==> config.mk <==
export PLATFORM = sky130hd
export DESIGN_NAME = twao_mul
export DESIGN_NICKNAME = d
export VERILOG_FILES = /design/src/hw/rtl/twao_pkg.sv /design/src/hw/rtl/twao_mul.sv
export SDC_FILE = /design/constraint.sdc
export NUM_CORES = 2
export LEC_CHECK = 0
export ABC_AREA = 0
export BUFFER_PORTS_ARGS = -buffer_cell sky130_fd_sc_hd__buf_2
export CORE_MARGIN = 1
export CORE_UTILIZATION = 35
export DETAILED_ROUTE_END_ITERATION = 7
export GPL_TIMING_DRIVEN = 0
export MAX_ROUTING_LAYER = met4
export PLACE_DENSITY = 0.53
export SYNTH_ARGS = -nofsm -noshare
export SYNTH_HDL_FRONTEND = slang
export SYNTH_SLANG_ARGS = --single-unit
==> constraint.sdc <==
create_clock -name clk -period 9.6 [get_ports clk]
set_input_delay 0 -clock clk [delete_from_list [all_inputs] [get_ports clk]]
set_output_delay 0 -clock clk [all_outputs]
set_load 0.05 [all_outputs]
==> src/hw/rtl/twao_pkg.sv <==
// Shared types, constants and the CORDIC arctangent table for the tracking-wheel
// arc odometry block. No dependencies; compiled first.
package twao_pkg;

  // Default wrap widths of the wheel and heading deltas
  localparam int DIST_WIDTH_DEF  = 32;
  localparam int ANGLE_WIDTH_DEF = 32;

  // Datapath widths
  localparam int WORD_W    = 64;  // working registers of the sequencer
  localparam int CORDIC_W  = 48;  // rotator vector components
  localparam int ANGLE_Z_W = 28;  // rotator residual angle
  localparam int TURN_W    = 26;  // reduced angle in [0, full turn)

  localparam int CORDIC_STEPS = 24;
  localparam int LOCAL_FRAC   = 8;

  // Fixed-point constants (angles in 1/131072 degree)
  localparam longint INV_GAIN_Q30 = 652032874;
  localparam longint HALF_RAD_Q20 = 149922641;
  localparam longint FULL_TURN    = 47185920;
  localparam longint HALF_TURN    = 23592960;
  localparam longint QUARTER_TURN = 11796480;

  typedef logic signed [WORD_W-1:0] word_t;

  // Right shift applied to a product by the shared multiplier
  typedef enum logic [2:0] {
    SHIFT_20,
    SHIFT_21,
    SHIFT_22,
    SHIFT_30,
    SHIFT_34,
    SHIFT_37,
    SHIFT_38,
    SHIFT_44
  } mul_shift_t;

  // Rounded arctangent of 2^-idx in 1/131072 degree
  function automatic logic [22:0] atan_step(input logic [4:0] idx);
    logic [22:0] v;
    case (idx)
      5'd0:    v = 23'd5898240;
      5'd1:    v = 23'd3481934;
      5'd2:    v = 23'd1839759;
      5'd3:    v = 23'd933890;
      5'd4:    v = 23'd468757;
      5'd5:    v = 23'd234609;
      5'd6:    v = 23'd117332;
      5'd7:    v = 23'd58670;
      5'd8:    v = 23'd29335;
      5'd9:    v = 23'd14668;
      5'd10:   v = 23'd7334;
      5'd11:   v = 23'd3667;
      5'd12:   v = 23'd1833;
      5'd13:   v = 23'd917;
      5'd14:   v = 23'd458;
      5'd15:   v = 23'd229;
      5'd16:   v = 23'd115;
      5'd17:   v = 23'd57;
      5'd18:   v = 23'd29;
      5'd19:   v = 23'd14;
      5'd20:   v = 23'd7;
      5'd21:   v = 23'd4;
      5'd22:   v = 23'd2;
      5'd23:   v = 23'd1;
      default: v = 23'd0;
    endcase
    return v;
  endfunction

endpackage

==> src/hw/rtl/twao_mul.sv <==
// Shared sign-magnitude multiplier: 48 x 32 bit magnitudes, 16 bits a cycle,
// product shifted right and truncated toward zero. Depends on twao_pkg.
module twao_mul (
  input  logic                clk,
  input  logic                rst,
  input  logic                start,
  input  twao_pkg::word_t     a,
  input  twao_pkg::word_t     b,
  input  twao_pkg::mul_shift_t sh,
  output logic                done,
  output twao_pkg::word_t     p
);
  import twao_pkg::*;

  localparam int A_W     = 48;
  localparam int B_W     = 32;
  localparam int CHUNK_W = 16;
  localparam int PROD_W  = A_W + B_W;
  localparam int CHUNKS  = A_W / CHUNK_W;

  typedef enum logic [1:0] {M_IDLE, M_RUN, M_FIN} mstate_t;

  mstate_t                  state;
  logic [A_W-1:0]           am;
  logic [B_W-1:0]           bm;
  logic                     neg;
  logic [PROD_W-1:0]        acc;
  logic [1:0]               cnt;
  mul_shift_t               sh_r;
  word_t                    a_mag;
  word_t                    b_mag;
  logic [CHUNK_W+B_W-1:0]   part;
  logic [PROD_W-1:0]        shifted;
  word_t                    mag_res;

  // Magnitudes of the operands
  assign a_mag = a[WORD_W-1] ? -a : a;
  assign b_mag = b[WORD_W-1] ? -b : b;

  // One partial product a cycle, top chunk first
  assign part = am[A_W-1 -: CHUNK_W] * bm;

  // Final truncating shift
  always_comb begin
    case (sh_r)
      SHIFT_20: shifted = acc >> 20;
      SHIFT_21: shifted = acc >> 21;
      SHIFT_22: shifted = acc >> 22;
      SHIFT_30: shifted = acc >> 30;
      SHIFT_34: shifted = acc >> 34;
      SHIFT_37: shifted = acc >> 37;
      SHIFT_38: shifted = acc >> 38;
      SHIFT_44: shifted = acc >> 44;
      default:  shifted = acc;
    endcase
  end
  assign mag_res = word_t'(shifted[WORD_W-1:0]);

  always_ff @(posedge clk) begin
    if (rst) begin
      state <= M_IDLE;
      done  <= 1'b0;
    end else begin
      done <= 1'b0;
      case (state)
        M_IDLE: begin
          if (start) begin
            am    <= a_mag[A_W-1:0];
            bm    <= b_mag[B_W-1:0];
            neg   <= a[WORD_W-1] ^ b[WORD_W-1];
            sh_r  <= sh;
            acc   <= '0;
            cnt   <= '0;
            state <= M_RUN;
          end
        end
        M_RUN: begin
          acc <= {acc[PROD_W-CHUNK_W-1:0], {CHUNK_W{1'b0}}}
                 + {{(PROD_W-CHUNK_W-B_W){1'b0}}, part};
          am  <= {am[A_W-CHUNK_W-1:0], {CHUNK_W{1'b0}}};
          cnt <= cnt + 2'd1;
          if (cnt == 2'(CHUNKS - 1)) begin
            state <= M_FIN;
          end
        end
        M_FIN: begin
          p     <= neg ? -mag_res : mag_res;
          done  <= 1'b1;
          state <= M_IDLE;
        end
        default: state <= M_IDLE;
      endcase
    end
  end

endmodule

# ---- After elaboration in Yosys (flattened, before gate mapping)
# Index checks and enable logic that the tools add are counted.
dict set report totals {
  memories 0
  rom_bits 0
  out_inout_bits 65
  elab_cells 50
  mem_bits_rw 0
  in_bits 134
  regBits 233
  latchBits 0
}
dict set report classes {
  n_shift 0
  addsub 5
  muxes 14
  n_lt_le_gt_ge 0
  mul 1
  reduce_logical 7
  eq_ne 12
  div 0
  n_bitwise 2
}
# operator n
set ops {}
lappend ops {{$pmux W64 S8} 1}
lappend ops {{$pmux W80 S2} 1}
lappend ops {{$mux W48} 2}
lappend ops {{$pmux W48 S2} 1}
lappend ops {{$add A80 B48 Y80} 1}
lappend ops {{$mux W80} 1}
lappend ops {{$mux W64} 1}
lappend ops {{$neg A64 Y64} 1}
lappend ops {{$mul A16 B32 Y48} 1}
lappend ops {{$neg A48 Y48} 1}
lappend ops {{$mux W32} 1}
lappend ops {{$neg A32 Y32} 1}
lappend ops {{$eq A3 B3 Y1 const B} 4}
lappend ops {{$pmux W2 S2} 2}
lappend ops {{$eq A3 B2 Y1 const B} 2}
lappend ops {{$mux W2} 3}
lappend ops {{$reduce_and A3 Y1} 2}
lappend ops {{$eq A2 B2 Y1 const B} 2}
lappend ops {{$ne A2 B2 Y1 const B} 2}
lappend ops {{$reduce_and A2 Y1} 2}
lappend ops {{$eq A3 B1 Y1 const B} 1}
lappend ops {{$logic_not A3 Y1} 1}
lappend ops {{$add A2 B1 Y2 const B} 1}
lappend ops {{$eq A2 B1 Y1 const B} 1}
lappend ops {{other kinds (5)} 5}

# ---- Logic depth before layout (Yosys ltp)
dict set report logic_depth {
  depth_word 4
  ltp_mapped 25
  mapped_depth_nobuf 23
}

# ---- Worst setup path before layout
# No wires, ideal clock.
dict set report synth_path {
  path_kind {flip-flop to flip-flop}
  start {register state[1]}
  end {register acc[0] (enable)}
  period_less_slack_ns 10.580
  t_required_ns 8.801
  setup_time_ns 0.799
  path_stages_with_launch 4
  n_path_buf 1
  arrival_time_ns 9.781
  path_slack_ns -0.980
  cell_sequence {dfxtp_1 nand2b_1 clkbuf_1 o21ai_0}
}
dict set report synth_via {
  elab_chain_cells 3
  word_cells_on_any_way 5
  classes_between {2 x eq/ne; 3 x reduce/logical}
}
# element line
set synth_rtl {}
lappend synth_rtl {{from (decl)} twao_mul.sv:23} ;# mstate_t state;
lappend synth_rtl {{from (signal assigned)} twao_mul.sv:61} ;# state <= M_IDLE;
lappend synth_rtl {{from (signal assigned)} twao_mul.sv:74} ;# state <= M_RUN;
lappend synth_rtl {{from (signal assigned)} twao_mul.sv:83} ;# state <= M_FIN;
lappend synth_rtl {{$eq A2 B1 Y1 or $logic_not A2 Y1 (tied branches)} twao_mul.sv:65} ;# case (state)
lappend synth_rtl {{$reduce_bool A2 Y1 (no line) or $ne A2 B2 Y1 (tied branches)} --}
lappend synth_rtl {{$reduce_and A3 Y1 (no line) (*)} --}
lappend synth_rtl {{to (signal assigned)} twao_mul.sv:78} ;# acc <= {acc[PROD_W-CHUNK_W-1:0], {CHUNK_W{1'b0}}}
lappend synth_rtl {{to (decl)} twao_mul.sv:27} ;# logic [PROD_W-1:0] acc;
# Mark *: on every way between the ends. The rest lies on a longest branch, timed or not.
# A chain may end at the register's enable or synchronous reset.

# ---- Worst setup path in the final report
dict set report layout_path {
  start {register am[47]}
  end {register acc[77] (data pin)}
}
dict set report layout_via {
  elab_chain_cells 3
}
# element line
set layout_rtl {}
lappend layout_rtl {{from (decl)} twao_mul.sv:24} ;# logic [A_W-1:0] am;
lappend layout_rtl {{from (signal assigned)} twao_mul.sv:68} ;# am <= a_mag[A_W-1:0];
lappend layout_rtl {{from (signal assigned)} twao_mul.sv:80} ;# am <= {am[A_W-CHUNK_W-1:0], {CHUNK_W{1'b0}}};
lappend layout_rtl {{$mul A16 B32 Y48} twao_mul.sv:41} ;# assign part = am[A_W-1 -: CHUNK_W] * bm;
lappend layout_rtl {{$add A80 B48 Y80} twao_mul.sv:79} ;# + {{(PROD_W-CHUNK_W-B_W){1'b0}}, part};
lappend layout_rtl {{$pmux W80 S2} twao_mul.sv:65}
# Every way passes these cells.

==> run_results.csv <==
group,metric,value,unit
run_status,status,"completed",
die,io_pins,199,
global_route,antenna_found_initial,6,
synthesis,synthArstFlopShare,0,%
worst_setup_path,path_class,"reg2reg",
hold_path,hold_path_class,"in2reg",
routing,first_iter_violations,2453,
global_route,grt_pass1_wl,181300,um
routing,routed_wl,120000,um
clock_tree,cts_sinks,233,
worst_setup_path,reg2reg_slack,0.43,ns
layout,syn2layout_area_growth,14.63,%
synthesis,syn_inst,3574,
die,core_area,92080,um2
synthesis,syn_nets,4298,
synthesis,synth-seq-cells,233,
placement,dp_hpwl,96110,um
die,num_rows,111,
layout,final_common_cell,"inv_1",
global_route,use_met3,5.216,%
die,dieArea,94640,um2
placement,gp_congestion,1.007,
die,die_h,307.6,um
synthesis,synth_top_area_share,27.55,%
layout,drive_gt1_share,8.197,%
clock_tree,cts_tree,"built",
sta,slew_headroom,10.13,%
synthesis,syn-cell-area,32700,um2
sta,post-route-period-util,95.57,%
clock_tree,ctsLongestPathBuffers,3,
synthesis,synth.distinct_cells,84,
worst_setup_path,cp.arrival,9.59,ns
clock_tree,path_clk_slew,0.06,ns
sta,rsz0062_at_grt,"no",
synthesis,synth_flop_cell,"edfxtp_1",
clock_tree,clkLatencyLatePin,0.59,ns
sta,timing.hold.ws,0.08256,ns
synthesis,yosysTopAreaCell,"fa_1",
routing,wl_per_cell,23.25,um
synthesis,syn_avg_cell_area,9.148,um2
layout,final_nets,4614,
job,drv_cap,0,
routing,antenna_left,0,
clock_tree,postCtsSetupRepairBufs,0,
worst_setup_path,critical-path-slowest-cell,"clkbuf_1",
global_route,grt.busiest_layer,"met2",
synthesis,ys_seq_area_share,21.31,%
sta,drv_slew,0,
clock_tree,htreeDepth,2,
global_route,grt_pass1_vias,28230,
layout,n_fill_cell,9365,
synthesis,netlist_top_cells_area,"fa_1 (28%), edfxtp_1 (21%), inv_1 (6.8%)",
sta,fin_crit,9.175,ns
sta,tightest_slew,1.314,ns
synthesis,synth_edf_count,230,
routing,dr.pass1.iters,5,
sta,fin_worst_skew,0.01809,ns
clock_tree,clk_root_buffer_cell,"clkbuf_16",
clock_tree,cts_buffers,34,
global_route,use_met1,36.19,%
global_route,grt_use_total,26.49,%
sta,fin_tns_setup,0,ns
sta,setup_viol,0,
sta,fmax,109.0,MHz
routing,drc_errors,0,
layout,layout_common_cells,"inv_1 (593), fa_1 (450), nand2_1 (445), edfxtp_1 (230), and2_1 (226)",
worst_setup_path,cp-start-kind,"register",
routing,vias,27340,
placement,port_buffers,151,
die,die_w,307.6,um
sta,finalHoldViolations,0,
worst_setup_path,critPathMaxFanout,10,
global_route,grt_max_degree,33,
worst_setup_path,crit_chain,"clkbuf_1 > nand2_1 > fa_1 > inv_1 > fa_1 > inv_1 > fa_1 > inv_1 > fa_1 > fa_1 > inv_1 > fa_1 > inv_1 > ha_1 > clkbuf_1 > nand4_1 > nor4b_1 > inv_1 > o32ai_1 > a2111oi_0 > nor4_2 > nor2_1 > nor4_1 > mux2i_1",
global_route,grt_overflow,0,
synthesis,synth_warnings,0,
worst_setup_path,critPathMaxStageDelay,0.81,ns
routing,via_per_inst,5.297,
worst_setup_path,cp.required,10.01,ns
worst_setup_path,crit_path_end_kind,"register",
die,initial_core_util,35.51,%
global_route,use_met2,40.30,%
-- cells by family after synthesis --
group / synth area share (%)
AND/OR/NAND/NOR: 17.32
buffers and inverters: 9.850
adder cells (fa/ha/maj): 32.91
AO/OA/AOI/OAI: 10.69
flip-flops: 21.31
XOR/XNOR: 5.197
multiplexers: 2.725
-- flip-flops by register name (all words and copies together) (netlist names) --
signal  count
acc        80
am         48
bm         32
cnt         2
done        1
neg         1
p          64
sh_r        3
state       2
-- critical path: cells and delay by family (launching register included) --
family | cells | cell delay, ns
buffers and inverters | 8 | 1.45
multiplexers | 1 | 0.27
adder cells (fa/ha/maj) | 7 | 3.52
flip-flops | 1 | 0.79
AO/OA/AOI/OAI | 2 | 0.52
AND/OR/NAND/NOR | 6 | 2.43
-- layout make-up --
cell class	count	area [um2]	share of cell area, %
Antenna cell	3	7.507	0.02003
Buffer	226	987.2	2.634
Clock buffer	44	909.6	2.427
Clock inverter	18	182.7	0.4874
Inverter	595	2233	5.959
Multi-Input combinational cell	2520	22530	60.11
Sequential cell	233	6967	18.59
Tap cell	1243	1555	4.150
Timing Repair Buffer	280	2107	5.622
-- synth_stat cells, types with 7 or more instances --
cell type,n
or2_2,17
buf_6,7
o22ai_1,38
o211ai_1,12
nor2b_1,29
o32ai_1,7
nor3b_1,7
and2_1,226
xor2_1,104
mux2i_1,62
mux4_2,10
fa_1,450
or3_1,22
and3_1,12
nand4_1,30
nand3_1,40
buf_1,7
a31oi_1,11
a21oi_1,114
o21bai_1,10
nor3_1,18
nand2_1,445
edfxtp_1,230
o41ai_1,16
buf_2,26
o31ai_1,42
nand2b_1,40
a21o_1,30
or4_1,16
clkbuf_1,171
xnor2_1,90
inv_1,594
a221oi_1,26
nor2_1,160
buf_4,14
o21ai_0,135
nand3b_1,27
a22oi_1,7
ha_1,140
o221ai_1,8
a211oi_1,13
-- worst paths after layout --
kind	cells after the start	endpoint	startpoint
max	24	acc[77]$_SDFFCE_PN0P_	am[47]$_DFFE_PP_
min	4	am[45]$_DFFE_PP_	a[44]
max reg2reg	24	acc[77]$_SDFFCE_PN0P_	am[47]$_DFFE_PP_
min reg2reg	1	done$_SDFF_PP0_	state[1]$_SDFFE_PP0P_
-- per-stage QoR --
stage	setup WS, ns	cells	util (%)	cell area [um2]
6_report	0.4255	5162	40.70	37480
5_1_grt	0.02776	5160	40.70	37470
4_1_cts	0.001910	5159	40.69	37470
3_5_place_dp	0.04511	4978	38.21	35180
3_3_place_gp	-0.8448	4968	38.02	35010
2_1_floorplan	2.349	3574	-	32700
-- timing repair --
action                                  in CTS  in global routing
hold endpoints to repair                    90                  0
gates resized for setup                      0                  1
endpoints found under the setup margin       0                  9
hold buffers                               119                  0
-- per-layer routing --
layer,wire [um],vias to the layer above,part of all wire (%)
li1,-,12240,-
met1,53500,13770,45
met2,53330,1164,44
met3,10200,168,8.5
met4,2954,0,2.5
met5,0,-,0
Power is left out: the tool's default activity adds up to more than one toggle a clock period on the data nets, which glitch-free logic cannot reach.
