**src/hw/rtl/twao_pkg.sv**
```systemverilog
// Shared types, constants and the CORDIC arctangent table for the tracking-wheel
// arc odometry block. No dependencies; compiled first.
package twao_pkg;

  // Default wrap widths of the wheel and heading deltas
  localparam int DIST_WIDTH_DEF  = 32;
  localparam int ANGLE_WIDTH_DEF = 32;

  // Datapath widths
  localparam int WORD_W    = 64;  // working registers of the sequencer
  localparam int CORDIC_W  = 48;  // rotator vector components
  localparam int ANGLE_Z_W = 28;  // rotator residual angle
  localparam int TURN_W    = 26;  // reduced angle in [0, full turn)

  localparam int CORDIC_STEPS = 24;
  localparam int LOCAL_FRAC   = 8;

  // Fixed-point constants (angles in 1/131072 degree)
  localparam longint INV_GAIN_Q30 = 652032874;
  localparam longint HALF_RAD_Q20 = 149922641;
  localparam longint FULL_TURN    = 47185920;
  localparam longint HALF_TURN    = 23592960;
  localparam longint QUARTER_TURN = 11796480;

  typedef logic signed [WORD_W-1:0] word_t;

  // Right shift applied to a product by the shared multiplier
  typedef enum logic [2:0] {
    SHIFT_20,
    SHIFT_21,
    SHIFT_22,
    SHIFT_30,
    SHIFT_34,
    SHIFT_37,
    SHIFT_38,
    SHIFT_44
  } mul_shift_t;

  // Rounded arctangent of 2^-idx in 1/131072 degree
  function automatic logic [22:0] atan_step(input logic [4:0] idx);
    logic [22:0] v;
    case (idx)
      5'd0:    v = 23'd5898240;
      5'd1:    v = 23'd3481934;
      5'd2:    v = 23'd1839759;
      5'd3:    v = 23'd933890;
      5'd4:    v = 23'd468757;
      5'd5:    v = 23'd234609;
      5'd6:    v = 23'd117332;
      5'd7:    v = 23'd58670;
      5'd8:    v = 23'd29335;
      5'd9:    v = 23'd14668;
      5'd10:   v = 23'd7334;
      5'd11:   v = 23'd3667;
      5'd12:   v = 23'd1833;
      5'd13:   v = 23'd917;
      5'd14:   v = 23'd458;
      5'd15:   v = 23'd229;
      5'd16:   v = 23'd115;
      5'd17:   v = 23'd57;
      5'd18:   v = 23'd29;
      5'd19:   v = 23'd14;
      5'd20:   v = 23'd7;
      5'd21:   v = 23'd4;
      5'd22:   v = 23'd2;
      5'd23:   v = 23'd1;
      default: v = 23'd0;
    endcase
    return v;
  endfunction

endpackage

```
**src/hw/rtl/twao_cordic.sv**
```systemverilog
// Shared CORDIC rotator: folds a reduced angle into +-90 degrees, then runs
// 24 shift-and-add micro-rotations, one a cycle. Depends on twao_pkg.
module twao_cordic (
  input  logic                                 clk,
  input  logic                                 rst,
  input  logic                                 start,
  input  logic signed [twao_pkg::CORDIC_W-1:0] x_in,
  input  logic signed [twao_pkg::CORDIC_W-1:0] y_in,
  input  logic [twao_pkg::TURN_W-1:0]          z_in,
  output logic                                 done,
  output logic signed [twao_pkg::CORDIC_W-1:0] x_out,
  output logic signed [twao_pkg::CORDIC_W-1:0] y_out
);
  import twao_pkg::*;

  localparam logic signed [ANGLE_Z_W-1:0] Z_FULL    = ANGLE_Z_W'(FULL_TURN);
  localparam logic signed [ANGLE_Z_W-1:0] Z_HALF    = ANGLE_Z_W'(HALF_TURN);
  localparam logic signed [ANGLE_Z_W-1:0] Z_QUARTER = ANGLE_Z_W'(QUARTER_TURN);

  logic                         busy;
  logic [4:0]                   idx;
  logic signed [CORDIC_W-1:0]   x;
  logic signed [CORDIC_W-1:0]   y;
  logic signed [ANGLE_Z_W-1:0]  z;
  logic signed [ANGLE_Z_W-1:0]  z_start;
  logic signed [ANGLE_Z_W-1:0]  z_wrap;
  logic signed [ANGLE_Z_W-1:0]  z_fold;
  logic                         flip;
  logic signed [CORDIC_W-1:0]   step_x;
  logic signed [CORDIC_W-1:0]   step_y;
  logic signed [ANGLE_Z_W-1:0]  step_z;

  // Move the angle into [-180, 180), then fold beyond +-90 by negating the vector
  assign z_start = signed'({{(ANGLE_Z_W-TURN_W){1'b0}}, z_in});
  assign z_wrap  = (z_start >= Z_HALF) ? z_start - Z_FULL : z_start;
  assign flip    = (z_wrap > Z_QUARTER) || (z_wrap < -Z_QUARTER);
  assign z_fold  = !flip ? z_wrap : ((z_wrap > 0) ? z_wrap - Z_HALF : z_wrap + Z_HALF);

  // Shift terms of the current micro-rotation
  assign step_x = y >>> idx;
  assign step_y = x >>> idx;
  assign step_z = signed'(ANGLE_Z_W'(atan_step(idx)));

  assign x_out = x;
  assign y_out = y;

  always_ff @(posedge clk) begin
    if (rst) begin
      busy <= 1'b0;
      done <= 1'b0;
    end else begin
      done <= 1'b0;
      if (!busy) begin
        if (start) begin
          x    <= flip ? -x_in : x_in;
          y    <= flip ? -y_in : y_in;
          z    <= z_fold;
          idx  <= '0;
          busy <= 1'b1;
        end
      end else begin
        // Rotate towards zero residual angle
        if (!z[ANGLE_Z_W-1]) begin
          x <= x - step_x;
          y <= y + step_y;
          z <= z - step_z;
        end else begin
          x <= x + step_x;
          y <= y - step_y;
          z <= z + step_z;
        end
        idx <= idx + 5'd1;
        if (idx == 5'(CORDIC_STEPS - 1)) begin
          busy <= 1'b0;
          done <= 1'b1;
        end
      end
    end
  end

endmodule

```
**config.mk**
```make
export PLATFORM = sky130hd
export DESIGN_NAME = twao_cordic
export DESIGN_NICKNAME = d
export VERILOG_FILES = /design/src/hw/rtl/twao_pkg.sv /design/src/hw/rtl/twao_cordic.sv
export SDC_FILE = /design/constraint.sdc
export NUM_CORES = 1
export LEC_CHECK = 0
export BUFFER_PORTS_ARGS = -buffer_cell sky130_fd_sc_hd__buf_2
export CAP_MARGIN = 40
export CORE_UTILIZATION = 25
export DETAILED_ROUTE_END_ITERATION = 8
export PLACE_DENSITY = 0.44
export SLEW_MARGIN = 10
export SYNTH_ARGS = -nofsm -noshare
export SYNTH_HDL_FRONTEND = slang
export SYNTH_SLANG_ARGS = --single-unit
```
**constraint.sdc**
```tcl
create_clock -name clk -period 19.8 [get_ports clk]
set_clock_uncertainty 0.2 [all_clocks]
set_input_delay 1.98 -clock clk [delete_from_list [all_inputs] [get_ports clk]]
set_output_delay 1.98 -clock clk [all_outputs]
set_load 0.005 [all_outputs]
```
Word level (Yosys, flattened, before mapping)
Memories as Yosys holds them, arrays and structs flattened. A register that Yosys moved wholly into a read port is not among the register bits.
Cells that the tools add are included.
{"block": "op_classes", "n_addsub": 12, "magnitude_cmp": 4, "n_eq_ne": 1, "n_shift": 2, "mux": 21, "bitwise_logic": 2, "n_reduce_logical": 4}
{"op": "48-bit 2-to-1 mux", "n": 8}
{"op": "28-bit 2-to-1 mux", "n": 6}
{"op": "48-bit adder", "n": 2}
{"op": "48-bit negator", "n": 2}
{"op": "48-bit by 5-bit >>> shifter with 48-bit output", "n": 2}
{"op": "48-bit subtractor", "n": 2}
{"op": "28-bit by 24-bit adder with 28-bit output", "n": 1}
{"op": "28-bit by 26-bit adder with 28-bit output (second input constant)", "n": 1}
{"op": "28-bit by 1-bit > comparator with 1-bit output (second input constant)", "n": 1}
{"op": "28-bit by 25-bit > comparator with 1-bit output (second input constant)", "n": 1}
{"op": "28-bit by 25-bit < comparator with 1-bit output (second input constant)", "n": 1}
{"op": "28-bit by 24-bit subtractor with 28-bit output", "n": 1}
{"op": "28-bit by 26-bit subtractor with 28-bit output (second input constant)", "n": 1}
{"op": "26-bit by 26-bit subtractor with 27-bit output (second input constant)", "n": 1}
{"op": "26-bit by 25-bit >= comparator with 1-bit output (second input constant)", "n": 1}
{"op": "5-bit 2-to-1 mux", "n": 3}
{"op": "5-bit by 1-bit adder with 5-bit output (second input constant)", "n": 1}
{"op": "5-bit equality test (second input constant)", "n": 1}
{"op": "1-bit 2-to-1 mux", "n": 4}
{"op": "1-bit NOT", "n": 2}
{"op": "2-bit AND reduction", "n": 1}
{"op": "2-bit nonzero test", "n": 1}
{"op": "2-bit OR reduction", "n": 1}
{"op": "1-bit logical OR", "n": 1}
{"block": "totals", "reg_bits": 131, "romBits": 736, "in_bits": 125, "output_inout_bits": 97, "wordCells": 53, "memories": 1}
{"name": "(no name shown)", "depth": 32, "width": 23, "read_ports": 1, "rd_clocked_by_memory_dff": 1, "wr": 0, "line": "twao_pkg.sv:42", "text": "case (idx)"}

Logic depth before layout (Yosys ltp)
Gate-level depths: netlist of the first run.
{"block": "logic_depth", "word_depth": 7, "depth_mapped": 31, "ltp_nobuf": 25}

Worst setup path after synthesis of the first run
Ideal clock, no wire load.
{"block": "synth_timing", "path_type": "register -> register", "startpoint": "register idx[4]", "endpoint": "register y[44], in the netlist y_out[44], data pin", "setup_ps": 270, "arrival_time_ps": 6000, "slack_ps": 13329, "stages_incl_launch_ff": 29, "synth_period_minus_slack_ps": 6471, "cell_sequence": "edfxtp_1 clkbuf_1 buf_2 buf_1 buf_2 buf_2 buf_1 clkbuf_1 buf_1 buf_1 o21a_1 ha_1 nand3_1 or2_1 nor2_2 nor2_1 xnor2_1 ha_1 and3_1 a221oi_1 nand2b_1 nand2b_1 a211o_1 a21oi_1 o31ai_1 a21oi_1 o21ai_0 xnor2_1 a21oi_1"}
{"block": "synth_between", "elab_chain_cells": 4, "word_cells_on_any_way": 5, "classes_between": "add/sub: 2; shift: 1; mux: 2"}
{"element": "start, declared", "line": "twao_cordic.sv:21", "text": "logic [4:0] idx;"}
{"element": "start signal, assigned", "line": "twao_cordic.sv:72", "text": "idx <= idx + 5'd1;"}
{"element": "48-bit by 5-bit >>> shifter with 48-bit output *", "line": "twao_cordic.sv:41", "text": "assign step_y = x >>> idx;"}
{"element": "48-bit adder / 48-bit subtractor (equally long branches)", "line": "twao_cordic.sv:65, twao_cordic.sv:69"}
{"element": "48-bit 2-to-1 mux *", "line": "twao_cordic.sv:63", "text": "if (!z[ANGLE_Z_W-1]) begin"}
{"element": "48-bit 2-to-1 mux *", "line": "twao_cordic.sv:53", "text": "if (!busy) begin"}
{"element": "end signal, assigned", "line": "twao_cordic.sv:56", "text": "y <= flip ? -y_in : y_in;"}
{"element": "end signal, assigned", "line": "twao_cordic.sv:65", "text": "y <= y + step_y;"}
{"element": "end signal, assigned", "line": "twao_cordic.sv:69", "text": "y <= y - step_y;"}
{"element": "end, declared", "line": "twao_cordic.sv:23", "text": "logic signed [CORDIC_W-1:0] y;"}
Mark *: on every way between the ends. The rest lies on a longest branch, timed or not.
A chain may end at the register's enable or synchronous reset.

Final worst setup path of the first run
{"block": "layout_timing", "startpoint": "register idx[2]", "endpoint": "register x[42], in the netlist x_out[42], data pin"}
{"block": "layout_between", "elab_chain_cells": 4, "word_cells_on_any_way": 5, "classes_between": "add/sub: 2; shift: 1; mux: 2"}
{"element": "48-bit by 5-bit >>> shifter with 48-bit output *", "line": "twao_cordic.sv:40", "text": "assign step_x = y >>> idx;"}
{"element": "48-bit subtractor / 48-bit adder (equally long branches)", "line": "twao_cordic.sv:64, twao_cordic.sv:68"}
{"element": "48-bit 2-to-1 mux *", "line": "twao_cordic.sv:63"}
{"element": "48-bit 2-to-1 mux *", "line": "twao_cordic.sv:53"}
{"element": "end signal, assigned", "line": "twao_cordic.sv:55", "text": "x <= flip ? -x_in : x_in;"}
{"element": "end signal, assigned", "line": "twao_cordic.sv:64", "text": "x <= x - step_x;"}
{"element": "end signal, assigned", "line": "twao_cordic.sv:68", "text": "x <= x + step_x;"}
{"element": "end, declared", "line": "twao_cordic.sv:22", "text": "logic signed [CORDIC_W-1:0] x;"}
Marks and branches as above.

==> results of run 1 <==
-- cell type report --
class | instances | area [µm²]
multi-input cells | 2748 | 20300
clock buffers | 21 | 494
fillers | 11252 | 73300
repair buffers | 275 | 1610
clock inverters | 11 | 92.6
well taps | 1368 | 1710
flip-flops and latches | 154 | 4380
inverters | 69 | 264
-- registers in the layout, indices dropped and copies added, names as in the netlist --
name / cells
step_z: 23
busy: 1
idx: 5
z: 28
done: 1
x_out: 48
y_out: 48
-- worst max-delay path, stage by stage, from the launching register on --
cell and delay [ns]:
edfxtp_1 0.38, buf_12 0.45, buf_4 0.73, mux2_1 0.38
mux4_2 0.50, a222oi_1 0.86, a41oi_1 0.34, nor3b_2 0.38
nand2_1 0.15, nor3_1 0.39, a31oi_1 0.16, xnor2_1 0.27
ha_1 0.33, nand4_1 0.18, o221ai_1 0.18, a31oi_1 0.19
nor2_1 0.07, a21oi_1 0.31, a21oi_1 0.15, o21ai_0 0.35
a21oi_1 0.22, a41o_1 0.33, a2111oi_0 0.37, a221oi_1 0.09
-- routing by layer --
| layer | part of all wire | wire length [µm] | global-route usage |
|---|---|---|---|
| met1 | 0.45 | 52200 | 0.298 |
| met2 | 0.45 | 53000 | 0.345 |
| met3 | 0.065 | 7600 | 0.0337 |
| met4 | 0.035 | 4090 | 0.0798 |
| met5 | 0.00011 | 13 | 0 |
-- cell families after synthesis --
group | after synthesis
fa+ha+maj | 161
simple gates | 1027
buf+inv | 256
xor+xnor | 320
mux | 293
compound gates | 947
flops | 154
-- power groups by stage --
stage          sequential (mW)  clock [mW]  combinational [mW]
2_1_floorplan            0.508           0                1.49
3_3_place_gp             0.605           0                2.05
3_5_place_dp             0.600           0                2.05
4_1_cts                  0.594       0.366                2.06
5_1_grt                  0.599       0.372                2.27
6_report                 0.599       0.356                2.08
-- through the flow --
stage / instance area, µm² / worst slack, ns / power, mW
6_report: 28900 / 11.47 / 3.03
5_1_grt: 28900 / 10.99 / 3.24
4_1_cts: 28900 / 11.62 / 3.02
3_5_place_dp: 28300 / 11.63 / 2.65
3_3_place_gp: 28200 / 11.61 / 2.66
2_1_floorplan: 25900 / 13.33 / 1.99
-- worst paths after layout --
kind / slack (ns) / endpoint / cells after the start
setup / recovery: 11.47 / x_out[42] / 23
hold / removal: 0.39 / idx[0] / 1
setup reg to reg: 11.47 / x_out[42] / 23
hold reg to reg: 0.39 / idx[0] / 1
-- synth_stat cells, types with 13 or more instances --
cell type  instances  area share
mux2_1            21      0.0091
nand4_1           21      0.0051
xnor2_1          177       0.060
a211oi_1          25      0.0073
o41ai_1           13      0.0044
o21ai_0          214       0.041
edfxtp_1         129        0.15
nor3_1            68       0.013
clkbuf_1          98       0.014
nand2b_1          42       0.010
a31oi_1           45       0.011
nor4_1            21      0.0051
o22ai_1           24      0.0058
buf_2             36      0.0070
nor2_1           273       0.040
a221oi_1          13      0.0044
inv_1             65      0.0094
o21bai_1          13      0.0038
o21a_1            27      0.0078
buf_1             29      0.0042
nand2_1          333       0.048
or3_1             33      0.0080
a22oi_1           20      0.0058
dfxtp_1           25       0.019
nor2b_1           35      0.0085
a21o_1            80       0.023
xor2_1           142       0.048
a21oi_1          286       0.055
and2_1            25      0.0060
mux2_2            42       0.018
or2_2             19      0.0046
mux2i_1          108       0.042
buf_6             16      0.0070
o31ai_1           38       0.011
nand3_1           57       0.011
o211ai_1          13      0.0038
mux4_2           121        0.11
ha_1             157       0.076
and3_1            28      0.0068
a21boi_0          15      0.0044
==> summary.txt, run 1 <==
CTS
  – Clk Tree Root Cell: clkbuf_16
  – Cts bufs inserted: 17
  – Post-CTS Resized: 0
  – CTS Sinks: 154
  – CTS HTree Levels: 4
  – CTS tree: yes
  – Cts hold-fix bufs: 0
  – Clock Path Buffers: 2
  – Post-CTS setup buffer count: 0
  – Clock transition at the registers of the reported paths: 0.07 ns
  – Clock latency on the worst-skew pair: 0.53 ns

Global routing
  – All-Layer GR Usage: 0.218
  – Total grt overflow: 0
  – Vias in the first global route: 24,840
  – First-pass GRT wire length: 170,000 µm
  – Antenna violations before repair: 7
  – Largest net degree at the start of global routing: 128

Power and ir drop
  – Net switching power: 1.56 mW
  – Clock power share: 0.118
  – Comb power frac: 0.685
  – Internal power: 1.47 mW
  – VDD IR-drop max: 0.0771 mV
  – Power per cell area: 105 nW/µm²
  – Part of the power in registers: 0.197
  – Leak Pwr: 11.3 nW
  – Switching share of power: 0.513

Floorplanning
  – Die Height: 324 µm
  – Core area: 102,000 µm²
  – I/O pin cnt: 222
  – Row cnt: 117
  – Initial Util: 0.253
  – Die area: 105,000 µm²
  – Die width: 324 µm

Synthesis
  – Synth Area in Adders: 0.0790
  – Sequential fraction of the synthesis area: 0.169
  – Flops & latches, synth: 154
  – EDFF count, synth: 129
  – Main flop type after synthesis: edfxtp_1
  – YS warnings: 0
  – Synth Area in Compound Gates: 0.232
  – Xor/xnor share of the synthesized area: 0.109
  – Combinational family with the most area after synthesis: compound AO/OA/AOI/OAI gates
  – Syn Nets: 3,444
  – Mean Syn Cell Area: 8.20 µm²
  – Synth cell types: 105
  – Netlist Area Pre-Place: 25,900 µm²
  – Mux cell area share after synthesis: 0.175
  – Simple-gate share of the synthesized area: 0.190
  – Post-Synthesis Cells: 3,158
  – Async S/R FF share, synth: 0

Min path
  – Worst hold path class: flop to flop
  – HP Start: idx[0]

Placement
  – HPWL Detailed: 90,400 µm
  – Port Buffer Count: 221
  – Placed cells: 4,614
  – GP Congestion: 0.995

Route
  – DR vias: 26,142
  – DRT Pass-1 Iters: 6
  – # DRC: 0
  – Vias per std cell: 5.63
  – Post-DRT Antenna Nets: 0
  – Post-Route WL: 117,000 µm
  – DRT iter0 DRCs: 2,689
  – Routed len/inst: 25.2 µm

Critical path
  – Worst path arrival time: 8.39 ns
  – Critical Path Source: idx[2]
  – Crit path capture type: flop
  – Setup CP Type: flop to flop
  – Crit path required time: 19.86 ns
  – CP Max Fanout: 120
  – Worst R2R Start: idx[2]
  – Critical Path Start Type: flop

Final layout
  – Commonest non-fill, non-tap cells in the layout: nand2_1 (333), a21oi_1 (286), nor2_1 (273)
  – Fraction of layout instances using a drive strength above 1: 0.160
  – Final Util: 0.283
  – Nets: 3,551
  – Most common cell after layout, fill and taps aside: nand2_1
  – P&R area growth vs syn: 11.6%
  – Non-Filler Instances: 4,646
  – Antenna cell count: 0

STA
  – Fmax: 120 MHz
  – RSZ-0062 raised after global routing: no
  – Headroom to the max-slew limit: 0.297
  – WHS: 0.393 ns
  – Min Tclk post-route: 8.33 ns
  – Pins Over Slew Limit: 0
  – Hold Fails Final Rpt: 0
  – Setup Viol. Count Final: 0
  – Crit share post-route: 0.421
  – Worst slew pin tran: 1.05 ns
  – Setup TNS: 0 ns

Run
  – MaxCap Viol Count: 0

Run status
  – Status: completed
(Power assumes the default switching activity.)
==> inputs of run 2 (changes only) <==
Settings changed: ABC_AREA from default to 1, PLACE_DENSITY 0.44 to 0.45.
Clock period 19.8 ns to 7.25 ns, I/O delays scaled along.
==> run 2 against run 1 <==
Clock power increased to 2.8 times the previous value. Final cell count increased by 30%. Via count increased by 17%. Setup slack got worse by 11 ns. Non-clock buffer count decreased by 12.
==> summary.txt, run 2 <==
Run status
  – Status: completed

Min path
  – Worst hold path class: input port to flop

Synthesis
  – Syn Nets: 4,807
  – Yosys top cell by area: nand2_1
  – Netlist Area Pre-Place: 26,300 µm²
  – Async S/R FF share, synth: 0
  – Area contributors post-synth: nand2_1 (19%), edfxtp_1 (15%), nand3_1 (13%)
  – Sequential fraction of the synthesis area: 0.166
  – Cell with the most instances after synthesis: nand2_1
  – Post-synth top cells: nand2_1 (1,347), nand3_1 (687), nor2_1 (401), inv_1 (383), a21oi_1 (267)
  – Synth cell types: 58
  – Flops & latches, synth: 154
  – Main flop type after synthesis: edfxtp_1
  – Synth top area share: 0.192
  – Mean Syn Cell Area: 5.83 µm²
  – EDFF count, synth: 129
  – Post-Synthesis Cells: 4,521
  – YS warnings: 0

Critical path
  – Setup crit end: x_out[41]
  – Slowest stage cell, crit path: o21ai_0
  – CP Max Fanout: 61
  – Setup CP Type: flop to flop
  – Worst path arrival time: 6.56 ns
  – Most frequent CP cell: nand2_1
  – Critical Path Source: idx[0]
  – Crit path required time: 7.31 ns
  – Worst R2R Start: idx[0]
  – Reg2Reg Setup Slack: 0.74 ns
  – Critical Path Start Type: flop
  – Cell count of the worst reg-to-reg path: 26
  – Reg2Reg Capture Point: x_out[41]
  – Crit path capture type: flop
  – Slowest stage delay, CP: 0.66 ns

STA
  – RSZ-0062 raised after global routing: no
  – Headroom to the max-slew limit: 0.387
  – Hold Fails Final Rpt: 0
  – Worst slew pin tran: 0.914 ns
  – Pins Over Slew Limit: 0
  – Crit share post-route: 0.897
  – Fmax: 154 MHz
  – WHS: 0.309 ns
  – Setup Viol. Count Final: 0
  – Min Tclk post-route: 6.51 ns
  – Setup TNS: 0 ns

CTS
  – Post-CTS Resized: 0
  – Clock Path Buffers: 2
  – Clock transition at the registers of the reported paths: 0.09 ns
  – Clk Tree Root Cell: clkbuf_16
  – CTS HTree Levels: 4
  – Post-CTS setup buffer count: 0
  – CTS Sinks: 154
  – Clock latency on the worst-skew pair: 0.52 ns
  – Cts hold-fix bufs: 0
  – Cts bufs inserted: 17
  – CTS tree: yes

Route
  – Post-DRT Antenna Nets: 0
  – Vias per std cell: 5.10
  – DRT iter0 DRCs: 2,931
  – Routed len/inst: 19.8 µm
  – DR vias: 30,695
  – DRT Pass-1 Iters: 6
  – Post-Route WL: 119,000 µm
  – # DRC: 0

Final layout
  – Nets: 4,913
  – Fraction of layout instances using a drive strength above 1: 0.0948
  – Final Util: 0.283
  – Most common cell after layout, fill and taps aside: nand2_1
  – Non-Filler Instances: 6,021
  – P&R area growth vs syn: 11.7%
  – Commonest non-fill, non-tap cells in the layout: nand2_1 (1,346), nand3_1 (687), nor2_1 (401)

Floorplanning
  – Core area: 104,000 µm²
  – Die Height: 327 µm
  – Die width: 327 µm
  – Initial Util: 0.253
  – Die area: 107,000 µm²
  – Row cnt: 118
  – I/O pin cnt: 222

Placement
  – Port Buffer Count: 221
  – Placed cells: 5,988
  – GP Congestion: 0.960
  – HPWL Detailed: 98,900 µm

Power and ir drop
  – Power per cell area: 241 nW/µm²
  – VDD IR-drop max: 0.145 mV
  – Leak Pwr: 13.5 nW
  – Power Total: 7.10 mW

Global routing
  – Met1 GRT Util: 0.301
  – Total grt overflow: 0
  – Met2 GRT Util: 0.336
  – All-Layer GR Usage: 0.218
  – First-pass GRT wire length: 178,000 µm
  – M3 GR Usage: 0.0434
  – Vias in the first global route: 28,660
  – GR peak layer: met2
  – Antenna violations before repair: 5
  – Largest net degree at the start of global routing: 111

Run
  – MaxCap Viol Count: 0
==> run 2: critical path, delay by kind of cell (launching register included) <==
family          cells  cell delay (ns)
fa+ha+maj           2             0.58
simple gates       13             1.71
buf+inv             4             1.25
flops               1             0.40
compound gates      6             1.89
xor+xnor            1             0.20
==> run 2: layout make-up <==
class,count,area [µm²]
sequential,154,4380
fill,12109,74500
multi-input combinational,3794,19600
clock buffer,17,425
antenna,1,2.50
timing repair buffer,263,1560
clock inverter,15,175
inverter,397,1500
tap,1380,1730
==> run 2: stage by stage <==
step	cell area, µm²	worst slack [ns]
after global routing	29400	0.318
after global placement	28600	0.974
after detailed placement	28800	0.950
after CTS	29400	0.891
after floorplan	26300	0.731
final	29400	0.745
==> run 2: where the power goes <==
group / internal (mW) / switching (mW) / leakage [nW]
Combinational: 1.54 / 3.17 / 11.8
Clock: 0.465 / 0.522 / 0.294
Sequential: 1.16 / 0.239 / 1.44
==> run 2: cells by family (layout without fill, tap and decap cells) <==
kind of cell | after synthesis | count (layout) | synth area share
multiplexers | 2 | 2 | 0.000760
other | 0 | 1 | 0
adder cells (fa/ha/maj) | 161 | 161 | 0.0776
buffers and inverters | 573 | 692 | 0.0887
XOR/XNOR | 210 | 210 | 0.0698
AO/OA/AOI/OAI | 717 | 717 | 0.153
flip-flops | 154 | 154 | 0.166
AND/OR/NAND/NOR | 2704 | 2704 | 0.444
==> run 2: layer usage <==
metal / wire length (µm) / part of all wire / up-vias
li1: - / - / 15418
met1: 55700 / 0.47 / 14142
met2: 52200 / 0.44 / 976
met3: 7640 / 0.064 / 153
met4: 3680 / 0.031 / 6
met5: 43 / 0.00036 / -
==> run 2: worst min-delay path by stage <==
stage                        from      to  slack [ns]  cells after the start
after floorplan              busy  idx[2]        0.39                      2
after global placement       z[0]    z[0]        0.44                      3
after detailed placement     z[0]    z[0]        0.44                      3
after CTS                 z_in[6]    z[6]        0.27                      3
after global routing      z_in[8]    z[8]        0.30                      3
final                     z_in[6]    z[6]        0.31                      3
